==> src/sv/agr_pkg.sv <==
// ----------------------------------------------------------------------------
// agr_pkg
// Shared types and constants of the audio gain ramp: field widths, command
// codes, Q16 gain scale, ramp length and the sequencer states.
// ----------------------------------------------------------------------------
`default_nettype none

package agr_pkg;

  localparam int unsigned RAMP_FRAMES   = 256;
  localparam int unsigned GAIN_FRAC     = 16;
  localparam int unsigned GAIN_ONE      = 1 << GAIN_FRAC;
  localparam int unsigned ROUND_BIAS    = 5000;
  localparam int unsigned PERCENT_SCALE = 10000;
  localparam int unsigned PERCENT_MAX   = 100;
  localparam int unsigned MAX_CHANNELS  = 8;

  localparam int unsigned CMD_W    = 2;
  localparam int unsigned PCT_W    = 7;
  localparam int unsigned SAMPLE_W = 16;
  localparam int unsigned GAIN_W   = GAIN_FRAC + 1;
  localparam int unsigned CC_W     = 4;
  localparam int unsigned POS_W    = $clog2(MAX_CHANNELS);
  localparam int unsigned FRAMES_W = $clog2(RAMP_FRAMES + 1);

  localparam int unsigned PP_W     = 2 * PCT_W;
  localparam int unsigned NUM_W    =
      $clog2((PERCENT_MAX - 1) * (PERCENT_MAX - 1) * GAIN_ONE + ROUND_BIAS + 1);
  localparam int unsigned SCALE_W  = $clog2(PERCENT_SCALE + 1);
  localparam int unsigned DVSR_W   = (FRAMES_W > SCALE_W) ? FRAMES_W : SCALE_W;
  localparam int unsigned CNT_W    = $clog2(NUM_W + 1);
  localparam int unsigned PROD_W   = SAMPLE_W + GAIN_W;
  localparam int unsigned ACC_W    = PROD_W + 1;

  localparam int unsigned APB_DW   = 32;
  localparam int unsigned APB_AW   = 3;

  localparam logic [CMD_W-1:0] CMD_INIT   = 2'd0;
  localparam logic [CMD_W-1:0] CMD_TARGET = 2'd1;
  localparam logic [CMD_W-1:0] CMD_SAMPLE = 2'd2;

  localparam logic [CC_W-1:0] CC_RESET = 4'd2;

  typedef enum logic [1:0] {
    ST_IDLE,
    ST_GDIV,
    ST_RDIV,
    ST_MUL
  } state_e;

endpackage

`default_nettype wire

==> src/sv/audio_gain_ramp.sv <==
// ----------------------------------------------------------------------------
// audio_gain_ramp
// Volume gain stage for interleaved signed 16-bit audio with a square-law
// percent-to-gain map and a linear per-frame gain ramp.
// ----------------------------------------------------------------------------
// An audio sample is loaded on its transfer, then goes through a
// bit-serial shift-add multiply over the 17 gain bits and is rounded into
// the output register once that register is free. On the first channel of
// a frame while a ramp runs, the per-frame step first goes through a
// bit-serial restoring divider (17 steps, then the gain update). A volume
// command with a percent of 0 or 100 and above is applied directly; any
// other percent goes through the same divider for 30 steps. The next item
// is taken while a finished result still waits in the output register.
`default_nettype none

module audio_gain_ramp (
  input  wire logic                          clk_i,
  input  wire logic                          rst_ni,

  input  wire logic                          psel,
  input  wire logic                          penable,
  input  wire logic                          pwrite,
  input  wire logic [agr_pkg::APB_AW-1:0]    paddr,
  input  wire logic [agr_pkg::APB_DW-1:0]    pwdata,
  output logic      [agr_pkg::APB_DW-1:0]    prdata,
  output logic                               pready,

  input  wire logic                          in_valid_i,
  output logic                               in_ready_o,
  input  wire logic [agr_pkg::CMD_W-1:0]     command_i,
  input  wire logic [agr_pkg::PCT_W-1:0]     percent_i,
  input  wire logic signed [agr_pkg::SAMPLE_W-1:0] sample_in_i,

  output logic                               out_valid_o,
  input  wire logic                          out_ready_i,
  output logic signed [agr_pkg::SAMPLE_W-1:0] sample_out_o,
  output logic      [agr_pkg::GAIN_W-1:0]    gain_now_o,
  output logic                               ramp_active_o
);

  localparam int unsigned GW = agr_pkg::GAIN_W;
  localparam int unsigned SW = agr_pkg::SAMPLE_W;
  localparam int unsigned NW = agr_pkg::NUM_W;
  localparam int unsigned DW = agr_pkg::DVSR_W;
  localparam int unsigned FW = agr_pkg::FRAMES_W;
  localparam int unsigned CW = agr_pkg::CNT_W;
  localparam int unsigned PW = agr_pkg::PROD_W;
  localparam int unsigned AW = agr_pkg::ACC_W;

  agr_pkg::state_e               state_q, state_d;
  logic [GW-1:0]                 cur_q, cur_d;
  logic [GW-1:0]                 tgt_q, tgt_d;
  logic [FW-1:0]                 fl_q, fl_d;
  logic [agr_pkg::POS_W-1:0]     pos_q, pos_d;
  logic [agr_pkg::CC_W-1:0]      cc_q, cc_d;
  logic [CW-1:0]                 cnt_q, cnt_d;
  logic                          out_valid_q, out_valid_d;

  logic [NW-1:0]                 rq_q, rq_d;
  logic [DW-1:0]                 rem_q, rem_d;
  logic [DW-1:0]                 dvsr_q, dvsr_d;
  logic [AW-1:0]                 acc_q, acc_d;
  logic [SW-1:0]                 smag_q, smag_d;
  logic                          sneg_q, sneg_d;
  logic                          dneg_q, dneg_d;
  logic [agr_pkg::CMD_W-1:0]     cmd_q, cmd_d;

  logic [SW-1:0]                 sout_q, sout_d;
  logic [GW-1:0]                 gout_q, gout_d;
  logic                          rout_q, rout_d;

  // divider step
  logic [DW:0]                   div_sh;
  logic                          div_ge;
  logic [DW:0]                   div_diff;
  logic [NW-1:0]                 rq_step;
  logic [DW-1:0]                 rem_step;

  // multiplier step
  logic [GW-1:0]                 mul_sum;
  logic [AW-1:0]                 acc_step;
  logic [PW-1:0]                 prod_rnd;
  logic [GW-1:0]                 res_mag;
  logic [GW-1:0]                 res_val;

  // misc
  logic                          cfg_wr;
  logic                          in_xfer;
  logic                          out_free;
  logic [agr_pkg::PP_W-1:0]      pct_sq;
  logic [NW-1:0]                 gain_num;
  logic [GW:0]                   delta;
  logic [GW-1:0]                 dmag;
  logic [GW-1:0]                 new_cur;
  logic [FW-1:0]                 fl_dec;
  logic [agr_pkg::CC_W-1:0]      eff_cc;
  logic [agr_pkg::CC_W-1:0]      pos_inc;
  logic                          apply_en;
  logic [GW-1:0]                 apply_g;
  logic [agr_pkg::CMD_W-1:0]     apply_cmd;

  assign pready      = 1'b1;
  assign cfg_wr      = psel && penable && pwrite && !paddr[agr_pkg::APB_AW-1];
  assign prdata      = paddr[agr_pkg::APB_AW-1] ? '0 :
                       {{(agr_pkg::APB_DW-agr_pkg::CC_W){1'b0}}, cc_q};

  assign in_ready_o  = (state_q == agr_pkg::ST_IDLE);
  assign in_xfer     = in_valid_i && in_ready_o;
  assign out_free    = !out_valid_q || out_ready_i;

  assign out_valid_o   = out_valid_q;
  assign sample_out_o  = sout_q;
  assign gain_now_o    = gout_q;
  assign ramp_active_o = rout_q;

  assign div_sh   = {rem_q, rq_q[NW-1]};
  assign div_ge   = (div_sh >= {1'b0, dvsr_q});
  assign div_diff = div_sh - {1'b0, dvsr_q};
  assign rem_step = div_ge ? div_diff[DW-1:0] : div_sh[DW-1:0];
  assign rq_step  = {rq_q[NW-2:0], div_ge};

  assign mul_sum  = {1'b0, acc_q[PW-1:GW]} + (acc_q[0] ? {1'b0, smag_q} : '0);
  assign acc_step = {1'b0, mul_sum, acc_q[GW-1:1]};
  assign prod_rnd = acc_q[PW-1:0] + PW'(agr_pkg::GAIN_ONE / 2);
  assign res_mag  = prod_rnd[PW-1:agr_pkg::GAIN_FRAC];
  assign res_val  = sneg_q ? (GW'(0) - res_mag) : res_mag;

  assign pct_sq   = agr_pkg::PP_W'(percent_i) * agr_pkg::PP_W'(percent_i);
  assign gain_num = {pct_sq, agr_pkg::GAIN_FRAC'(0)} + NW'(agr_pkg::ROUND_BIAS);

  assign delta    = {1'b0, tgt_q} - {1'b0, cur_q};
  assign dmag     = delta[GW] ? GW'(~delta + 1'b1) : delta[GW-1:0];
  assign new_cur  = dneg_q ? (cur_q - rq_q[GW-1:0]) : (cur_q + rq_q[GW-1:0]);
  assign fl_dec   = fl_q - 1'b1;

  assign eff_cc   = (cc_q == '0) ? agr_pkg::CC_W'(1) :
                    (cc_q > agr_pkg::CC_W'(agr_pkg::MAX_CHANNELS)) ?
                    agr_pkg::CC_W'(agr_pkg::MAX_CHANNELS) : cc_q;
  assign pos_inc  = {1'b0, pos_q} + 1'b1;

  always_ff @(posedge clk_i or negedge rst_ni) begin
    if (!rst_ni) begin
      state_q     <= agr_pkg::ST_IDLE;
      cur_q       <= GW'(agr_pkg::GAIN_ONE);
      tgt_q       <= GW'(agr_pkg::GAIN_ONE);
      fl_q        <= '0;
      pos_q       <= '0;
      cc_q        <= agr_pkg::CC_RESET;
      cnt_q       <= '0;
      out_valid_q <= 1'b0;
    end else begin
      state_q     <= state_d;
      cur_q       <= cur_d;
      tgt_q       <= tgt_d;
      fl_q        <= fl_d;
      pos_q       <= pos_d;
      cc_q        <= cc_d;
      cnt_q       <= cnt_d;
      out_valid_q <= out_valid_d;
    end
  end

  always_ff @(posedge clk_i) begin
    rq_q   <= rq_d;
    rem_q  <= rem_d;
    dvsr_q <= dvsr_d;
    acc_q  <= acc_d;
    smag_q <= smag_d;
    sneg_q <= sneg_d;
    dneg_q <= dneg_d;
    cmd_q  <= cmd_d;
    sout_q <= sout_d;
    gout_q <= gout_d;
    rout_q <= rout_d;
  end

  always_comb begin
    state_d     = state_q;
    cur_d       = cur_q;
    tgt_d       = tgt_q;
    fl_d        = fl_q;
    pos_d       = pos_q;
    cc_d        = cfg_wr ? pwdata[agr_pkg::CC_W-1:0] : cc_q;
    cnt_d       = cnt_q;
    out_valid_d = out_valid_q && !out_ready_i;
    rq_d        = rq_q;
    rem_d       = rem_q;
    dvsr_d      = dvsr_q;
    acc_d       = acc_q;
    smag_d      = smag_q;
    sneg_d      = sneg_q;
    dneg_d      = dneg_q;
    cmd_d       = cmd_q;
    sout_d      = sout_q;
    gout_d      = gout_q;
    rout_d      = rout_q;
    apply_en    = 1'b0;
    apply_g     = '0;
    apply_cmd   = cmd_q;

    unique case (state_q)
      agr_pkg::ST_IDLE: begin
        if (in_xfer) begin
          case (command_i) inside
            agr_pkg::CMD_INIT, agr_pkg::CMD_TARGET: begin
              cmd_d = command_i;
              if (percent_i == '0) begin
                apply_en  = 1'b1;
                apply_g   = '0;
                apply_cmd = command_i;
              end else if (percent_i >= agr_pkg::PCT_W'(agr_pkg::PERCENT_MAX)) begin
                apply_en  = 1'b1;
                apply_g   = GW'(agr_pkg::GAIN_ONE);
                apply_cmd = command_i;
              end else begin
                rq_d    = gain_num;
                rem_d   = '0;
                dvsr_d  = DW'(agr_pkg::PERCENT_SCALE);
                cnt_d   = CW'(NW);
                state_d = agr_pkg::ST_GDIV;
              end
            end
            agr_pkg::CMD_SAMPLE: begin
              sneg_d = sample_in_i[SW-1];
              smag_d = sample_in_i[SW-1] ? (SW'(0) - sample_in_i) : sample_in_i;
              pos_d  = (pos_inc >= eff_cc) ? '0 : pos_inc[agr_pkg::POS_W-1:0];
              if (pos_q == '0 && fl_q != '0) begin
                rq_d    = {dmag, (NW-GW)'(0)};
                rem_d   = '0;
                dvsr_d  = DW'(fl_q);
                dneg_d  = delta[GW];
                cnt_d   = CW'(GW);
                state_d = agr_pkg::ST_RDIV;
              end else begin
                acc_d   = {(AW-GW)'(0), cur_q};
                cnt_d   = CW'(GW);
                state_d = agr_pkg::ST_MUL;
              end
            end
            default: begin
            end
          endcase
        end
      end

      agr_pkg::ST_GDIV: begin
        if (cnt_q != '0) begin
          rq_d  = rq_step;
          rem_d = rem_step;
          cnt_d = cnt_q - 1'b1;
        end else begin
          apply_en  = 1'b1;
          apply_g   = rq_q[GW-1:0];
          apply_cmd = cmd_q;
          state_d   = agr_pkg::ST_IDLE;
        end
      end

      agr_pkg::ST_RDIV: begin
        if (cnt_q != '0) begin
          rq_d  = rq_step;
          rem_d = rem_step;
          cnt_d = cnt_q - 1'b1;
        end else begin
          fl_d    = fl_dec;
          cur_d   = (fl_dec == '0) ? tgt_q : new_cur;
          acc_d   = {(AW-GW)'(0), ((fl_dec == '0) ? tgt_q : new_cur)};
          cnt_d   = CW'(GW);
          state_d = agr_pkg::ST_MUL;
        end
      end

      agr_pkg::ST_MUL: begin
        if (cnt_q != '0) begin
          acc_d = acc_step;
          cnt_d = cnt_q - 1'b1;
        end else if (out_free) begin
          sout_d      = res_val[SW-1:0];
          gout_d      = cur_q;
          rout_d      = (fl_q != '0);
          out_valid_d = 1'b1;
          state_d     = agr_pkg::ST_IDLE;
        end
      end

      default: begin
        state_d = agr_pkg::ST_IDLE;
      end
    endcase

    if (apply_en) begin
      if (apply_cmd == agr_pkg::CMD_INIT) begin
        cur_d = apply_g;
        tgt_d = apply_g;
        fl_d  = '0;
      end else if (!(apply_g == tgt_q && fl_q != '0)) begin
        tgt_d = apply_g;
        fl_d  = (apply_g == cur_q) ? '0 : FW'(agr_pkg::RAMP_FRAMES);
      end
    end
  end

endmodule

`default_nettype wire
==> config.mk <==
export PLATFORM = sky130hd
export DESIGN_NAME = audio_gain_ramp
export DESIGN_NICKNAME = d
export VERILOG_FILES = /design/src/sv/agr_pkg.sv /design/src/sv/audio_gain_ramp.sv
export SDC_FILE = /design/constraint.sdc
export NUM_CORES = 1
export LEC_CHECK = 0
export ABC_AREA = 1
export BUFFER_PORTS_ARGS = -buffer_cell sky130_fd_sc_hd__buf_4
export CAP_MARGIN = 20
export CORE_MARGIN = 5
export CORE_UTILIZATION = 30
export DETAILED_ROUTE_END_ITERATION = 10
export PLACE_DENSITY_LB_ADDON = 0.1
export SLEW_MARGIN = 20
export SYNTH_ARGS = -nofsm -noshare
export SYNTH_HDL_FRONTEND = slang
export SYNTH_SLANG_ARGS = --single-unit
==> constraint.sdc <==
create_clock -name clk_i -period 7 [get_ports clk_i]
set_clock_uncertainty 0.15 [all_clocks]
set_input_delay 0.35 -clock clk_i [delete_from_list [all_inputs] [get_ports clk_i]]
set_output_delay 0.35 -clock clk_i [all_outputs]
set_load 0.05 [all_outputs]
# Word-level counts from Yosys, hierarchy flattened
# Index checks and enable logic that the tools add are counted.
dict set report totals {
  ff_bits 203
  output_inout_bits 69
  wordCells 193
}
dict set report op_classes {
  add_sub_neg 13
  n_mul 1
  n_lt_le_gt_ge 4
  n_eq_ne 25
  mux 90
  bitwise 3
  n_reduce_logical 37
}
# op n
set ops {}
lappend ops {{17-bit 2-to-1 mux} 14}
lappend ops {{30-bit 2-to-1 mux} 7}
lappend ops {{33-bit 2-to-1 mux} 6}
lappend ops {{14-bit 2-to-1 mux} 13}
lappend ops {{33-bit one-hot mux with 3 select lines} 1}
lappend ops {{30-bit one-hot mux with 2 select lines} 1}
lappend ops {{9-bit 2-to-1 mux} 6}
lappend ops {{5-bit 2-to-1 mux} 7}
lappend ops {{17-bit equality test} 2}
lappend ops {{17-bit one-hot mux with 2 select lines} 1}
lappend ops {{32-bit by 16-bit adder with 32-bit output, second input constant} 1}
lappend ops {{16-bit 2-to-1 mux} 2}
lappend ops {{1-bit by 16-bit subtractor with 16-bit output, first input constant} 2}
lappend ops {{30-bit by 13-bit adder with 30-bit output, second input constant} 1}
lappend ops {{2-bit 2-to-1 mux} 14}
lappend ops {{14-bit one-hot mux with 2 select lines} 1}
lappend ops {{2-bit != test, second input constant} 10}
lappend ops {{17-bit by 17-bit subtractor with 18-bit output} 1}
lappend ops {{16-bit by 16-bit adder with 17-bit output} 1}
lappend ops {{17-bit by 1-bit adder with 17-bit output, second input constant} 1}
lappend ops {{17-bit adder} 1}
lappend ops {{17-bit NOT} 1}
lappend ops {{17-bit subtractor} 1}
lappend ops {{15-bit by 14-bit >= comparator with 1-bit output} 1}
lappend ops {{other kinds (41)} 77}

# Logic depth before layout (Yosys ltp)
dict set report depth {
  depth_word 11
  mapped_depth 23
  mapped_depth_nobuf 22
}

# Worst setup path after synthesis
# Ideal clock, no wire load.
dict set report synth_path {
  path_kind {register -> register}
  startpoint {register state_q[0]}
  endpoint {register rem_q[0] (enable)}
  setup_ps 512
  arrival_ps 4735
  required_ps 6338
  setup_slack_ps 1603
  path_stages_with_launch 9
  period_less_slack_ps 5397
  cell_sequence {dfrtp_1 inv_1 ha_1 inv_1 or2_2 o21ai_0 nor2_1 inv_1 a211oi_1}
}
dict set report synth_via {
  elab_chain_len 4
}
# element line
set synth_lines {}
lappend synth_lines {{start, declared} audio_gain_ramp.sv:50} ;# agr_pkg::state_e state_q, state_d;
lappend synth_lines {{start signal, assigned} audio_gain_ramp.sv:143} ;# state_q <= agr_pkg::ST_IDLE;
lappend synth_lines {{start signal, assigned} audio_gain_ramp.sv:152} ;# state_q <= state_d;
lappend synth_lines {{2-bit logical NOT *} audio_gain_ramp.sv:107} ;# assign in_ready_o = (state_q == agr_pkg::ST_IDLE);
lappend synth_lines {{net in_ready_o} audio_gain_ramp.sv:29} ;# output logic in_ready_o,
lappend synth_lines {{1-bit logical AND} audio_gain_ramp.sv:108} ;# assign in_xfer = in_valid_i && in_ready_o;
lappend synth_lines {{2-bit by 1-bit != test with 1-bit output (no line)} --}
lappend synth_lines {{7-bit AND reduction (no line) *} --}
lappend synth_lines {{end signal, assigned} audio_gain_ramp.sv:165} ;# rem_q <= rem_d;
lappend synth_lines {{end, declared} audio_gain_ramp.sv:60} ;# logic [DW-1:0] rem_q, rem_d;
# Mark *: on every way through the listed nets, which the timed path passes. The rest lies on a longest branch.
# A chain may end at the register's enable or synchronous reset.

# Worst setup path after layout
dict set report layout_path {
  startpoint {input percent_i[5] (netlist name)}
  endpoint {register rq_q[27], data pin}
}
dict set report layout_via {
  elab_chain_len 7
}
# element line
set layout_lines {}
lappend layout_lines {{start, declared} audio_gain_ramp.sv:31} ;# input wire logic [agr_pkg::PCT_W-1:0] percent_i,
lappend layout_lines {{7-bit by 7-bit multiplier with 14-bit output} audio_gain_ramp.sv:128} ;# assign pct_sq = agr_pkg::PP_W'(percent_i) * agr_pkg::PP_W'(percent_i);
lappend layout_lines {{30-bit by 13-bit adder with 30-bit output} audio_gain_ramp.sv:129} ;# assign gain_num = {pct_sq, agr_pkg::GAIN_FRAC'(0)} + NW'(agr_pkg::ROUND_BIAS);
lappend layout_lines {{30-bit 2-to-1 mux} audio_gain_ramp.sv:211} ;# end else if (percent_i >= agr_pkg::PCT_W'(agr_pkg::PERCENT_MAX)) begin
lappend layout_lines {{30-bit 2-to-1 mux} audio_gain_ramp.sv:207} ;# if (percent_i == '0) begin
lappend layout_lines {{30-bit 2-to-1 mux} audio_gain_ramp.sv:204} ;# case (command_i) inside
lappend layout_lines {{30-bit 2-to-1 mux} audio_gain_ramp.sv:203} ;# if (in_xfer) begin
lappend layout_lines {{30-bit one-hot mux with 2 select lines} audio_gain_ramp.sv:201} ;# unique case (state_q)
lappend layout_lines {{net rq_d[27]} audio_gain_ramp.sv:59} ;# logic [NW-1:0] rq_q, rq_d;
lappend layout_lines {{end signal, assigned} audio_gain_ramp.sv:164} ;# rq_q <= rq_d;
lappend layout_lines {{end, declared} audio_gain_ramp.sv:59}
# The timed path passes the listed nets, and every way through them passes these cells. The select of a mux whose other input is x is not followed.

==> flow_metrics.env <==
export IMPL_ios=136
export IMPL_hold_class="in2reg"
export IMPL_hold_slack_ns=0.05601
export IMPL_internal_power_mw=4.178
export IMPL_initial_core_util_pct=30.44
export IMPL_switching_share_pct=49.35
export IMPL_crit_type="in2reg"
export IMPL_cp_end_kind="flip-flop"
export IMPL_avgSynthCellArea_um2=7.657
export IMPL_cts_sinks=199
export IMPL_place_inst=2768
export IMPL_wl_per_cell_um=16.40
export IMPL_dieHeight_um=238.6
export IMPL_fin_ws_ns=2.819
export IMPL_diodes=0
export IMPL_drive_gt1_share_pct=7.804
export IMPL_status="finished, final reports clean"
export IMPL_setup_violations=0
export IMPL_drcViolationCount=0
export IMPL_multiInputGateArea_um2=8494
export IMPL_hold_viol=0
export IMPL_cpMostUsedCell="inv_1"
export IMPL_grt_antenna_before_repair=0
export IMPL_leakagePower_nw=8.594
export IMPL_crit_fanout=9
export IMPL_place_ws_ns=2.295
export IMPL_layout_commonest_cell="nand2_1"
export IMPL_slew_headroom_pct=35.38
export IMPL_ys_types=57
export IMPL_clockBufferDepth=2
export IMPL_ys_ff_latch=199
export IMPL_vias=13390
export IMPL_post_cts_buffers=0
export IMPL_die_area_um2=56940
export IMPL_n_fill_cell=5603
export IMPL_grt_pass1_wl_um=73730
export IMPL_final_cell_count_no_fill=2820
export IMPL_final_cell_mix="489 x nand2_1, 313 x inv_1, 168 x nor2_1"
export IMPL_fin_area_um2=17750
export IMPL_seq_power_share_pct=28.4
export IMPL_synthCells=2048
export IMPL_p_sw_mw=4.071
export IMPL_yosysWarningCount=0
export IMPL_cts_resized=0
export IMPL_cts_root_buf="clkbuf_16"
export IMPL_rsz0062_at_grt="no"
export IMPL_cts_max_level=4
export IMPL_drv_cap=0
export IMPL_port_buffers=76
export IMPL_peakVddDrop_mv=0.3010
export IMPL_dr_pass1_iters=5
export IMPL_critical_path_max_stage_delay_ns=0.54
export IMPL_async_flop_share_pct=29.15
export IMPL_rows=83
export IMPL_power_density_nw_per_um2=464.7
export IMPL_grt_max_degree=59
export IMPL_viasPerCell=4.749
export IMPL_dp_hpwl_um=36270
export IMPL_ys_flop_type="edfxtp_1"
export IMPL_critPathTopFamily="adder cells"
export IMPL_drt_iter0_drc=834
export IMPL_nets=2317
export IMPL_tns_ns=0
export IMPL_critPathArrivalTime_ns=4.27
export IMPL_crit_path_top_delay_cell="fa_1"
export IMPL_finalWeightedCongestion=0.8861
export IMPL_clk_latency_ns=0.50
export IMPL_report_final_slew_viol_count=0
export IMPL_grt_use_total_pct=16.49
export IMPL_holdBufCountCts=19
export IMPL_placed_area_um2=16880
export IMPL_synth_edf_count=141
export IMPL_cts_reportedPaths_clkPinSlew_ns=0.07
export IMPL_p_clk_share_pct=13.6
export IMPL_grt_overflow=0
export IMPL_cts_tree="built"
export IMPL_power_frac_comb_pct=58.0
export IMPL_crit_required_ns=7.09
export IMPL_worst_pin_slew_ns=0.9633
export IMPL_period_minus_slack_ns=4.181
export IMPL_die_x_um=238.6
export IMPL_cts_buffers=17
export IMPL_critPathLaunchType="input port"
export IMPL_syn_area_um2=15680
export IMPL_first_global_vias=13170
export IMPL_yosysSeqAreaShare_pct=36.28
export IMPL_max_freq_mhz=239.2
export IMPL_antenna_left=0
export IMPL_regArea_um2=5689
export IMPL_core_area_um2=51510
export IMPL_syn2layout_area_growth_pct=13.20
export IMPL_worst_path_buf_inv=6
export IMPL_finalPower_mw=8.248
export IMPL_fin_util_pct=34.46
export IMPL_period_share_pct=59.73
export IMPL_wl_um=46240
export IMPL_crit_chain="buf_4 -> nand2_1 -> xor2_1 -> ha_1 -> inv_1 -> fa_1 -> inv_1 -> fa_1 -> inv_1 -> fa_1 -> inv_1 -> ha_1 -> nand2_1 -> inv_1 -> a21oi_1 -> o21ai_0 -> a21oi_1 -> xor2_1 -> o21ai_0 -> a21oi_1"
-- flip-flops by register name, summed over array words and instances (netlist names), 2 cells and up --
name          count
acc_q            33
dvsr_q           10
sample_out_o     16
smag_q           16
cur_q            17
rem_q            14
pos_q             3
state_q           2
tgt_q            17
cmd_q             2
fl_q              9
rq_q             30
cc_q              4
cnt_q             5
gain_now_o       17
-- synthesized netlist by cell type (3+ instances only) --
library cell / number / area (um^2)
buf_2: 9 / 45.04
o21ai_0: 115 / 575.6
xor2_1: 98 / 858.3
nor3_1: 26 / 130.1
nand4_1: 24 / 150.1
buf_4: 33 / 247.7
nand2_1: 489 / 1836
inv_1: 313 / 1175
buf_6: 3 / 33.78
inv_2: 3 / 11.26
a21o_1: 5 / 37.54
a31oi_1: 7 / 43.79
nor2_1: 169 / 634.4
a211oi_1: 4 / 30.03
edfxtp_1: 141 / 4234
or2_2: 6 / 37.54
o21a_1: 10 / 75.07
o21bai_1: 4 / 30.03
fa_1: 17 / 340.3
xnor2_1: 28 / 245.2
o211ai_1: 16 / 120.1
nor2_2: 19 / 118.9
dfstp_2: 3 / 78.83
o221ai_1: 5 / 43.79
nor2_4: 3 / 33.78
o22ai_1: 9 / 56.30
nand3b_1: 8 / 60.06
ha_1: 106 / 1326
clkbuf_1: 27 / 101.4
a21oi_1: 127 / 635.6
a22oi_1: 7 / 52.55
nor4_1: 4 / 25.02
o31ai_1: 4 / 30.03
nand3_1: 120 / 600.6
dfrtp_1: 55 / 1376
-- metal layers --
metal / vias up / share of wire, % / global-route usage [%]
li1: 6797 / - / -
met1: 6322 / 47 / 22.12
met2: 230 / 48 / 27.59
met3: 43 / 4.1 / 3.000
met4: 0 / 1.8 / 4.226
met5: - / 0 / 0
-- area by class of cell --
class	count	share of cell area (%)
clock buffers	22	2.918
clock inverters	10	0.7965
inverters	318	6.724
multi-input cells	1484	47.85
flip-flops and latches	199	32.05
well taps	680	4.793
repair buffers	107	4.864
-- power by group through the flow --
stage | sequential [mW] | clock (mW) | combinational [mW]
final | 2.35 | 1.12 | 4.78
after global placement | 2.37 | 0 | 4.77
after CTS | 2.35 | 1.17 | 4.82
after detailed placement | 2.38 | 0 | 4.78
after floorplan | 2.31 | 0 | 3.50
after global routing | 2.40 | 1.21 | 5.45
-- cell families (layout without fill, tap and decap cells) --
group	Yosys count	after routing	synth area share, %
other	2	29	0.04789
AND/OR/NAND/NOR	881	881	23.88
buffers and inverters	392	457	10.40
flip-flops	199	199	36.28
XOR/XNOR	126	126	7.037
AO/OA/AOI/OAI	325	325	11.73
adder cells (fa/ha/maj)	123	123	10.63
-- path summary, 6_finish.rpt --
kind	slack (ns)	endpoint	from	depth (start not counted)
max	2.82	rq_q[27]	percent_i[5]	20
max in group asynchronous	5.74	fl_q[6]	rst_ni	2
min	0.06	smag_q[11]	sample_in_i[11]	2
min in group asynchronous	0.37	cur_q[6]	rst_ni	2
min reg2reg	0.36	gain_now_o[12]	cur_q[12]	0
max reg2reg	2.97	acc_q[14]	rq_q[0]	16
Note: power is estimated with default switching activity, not from simulation.
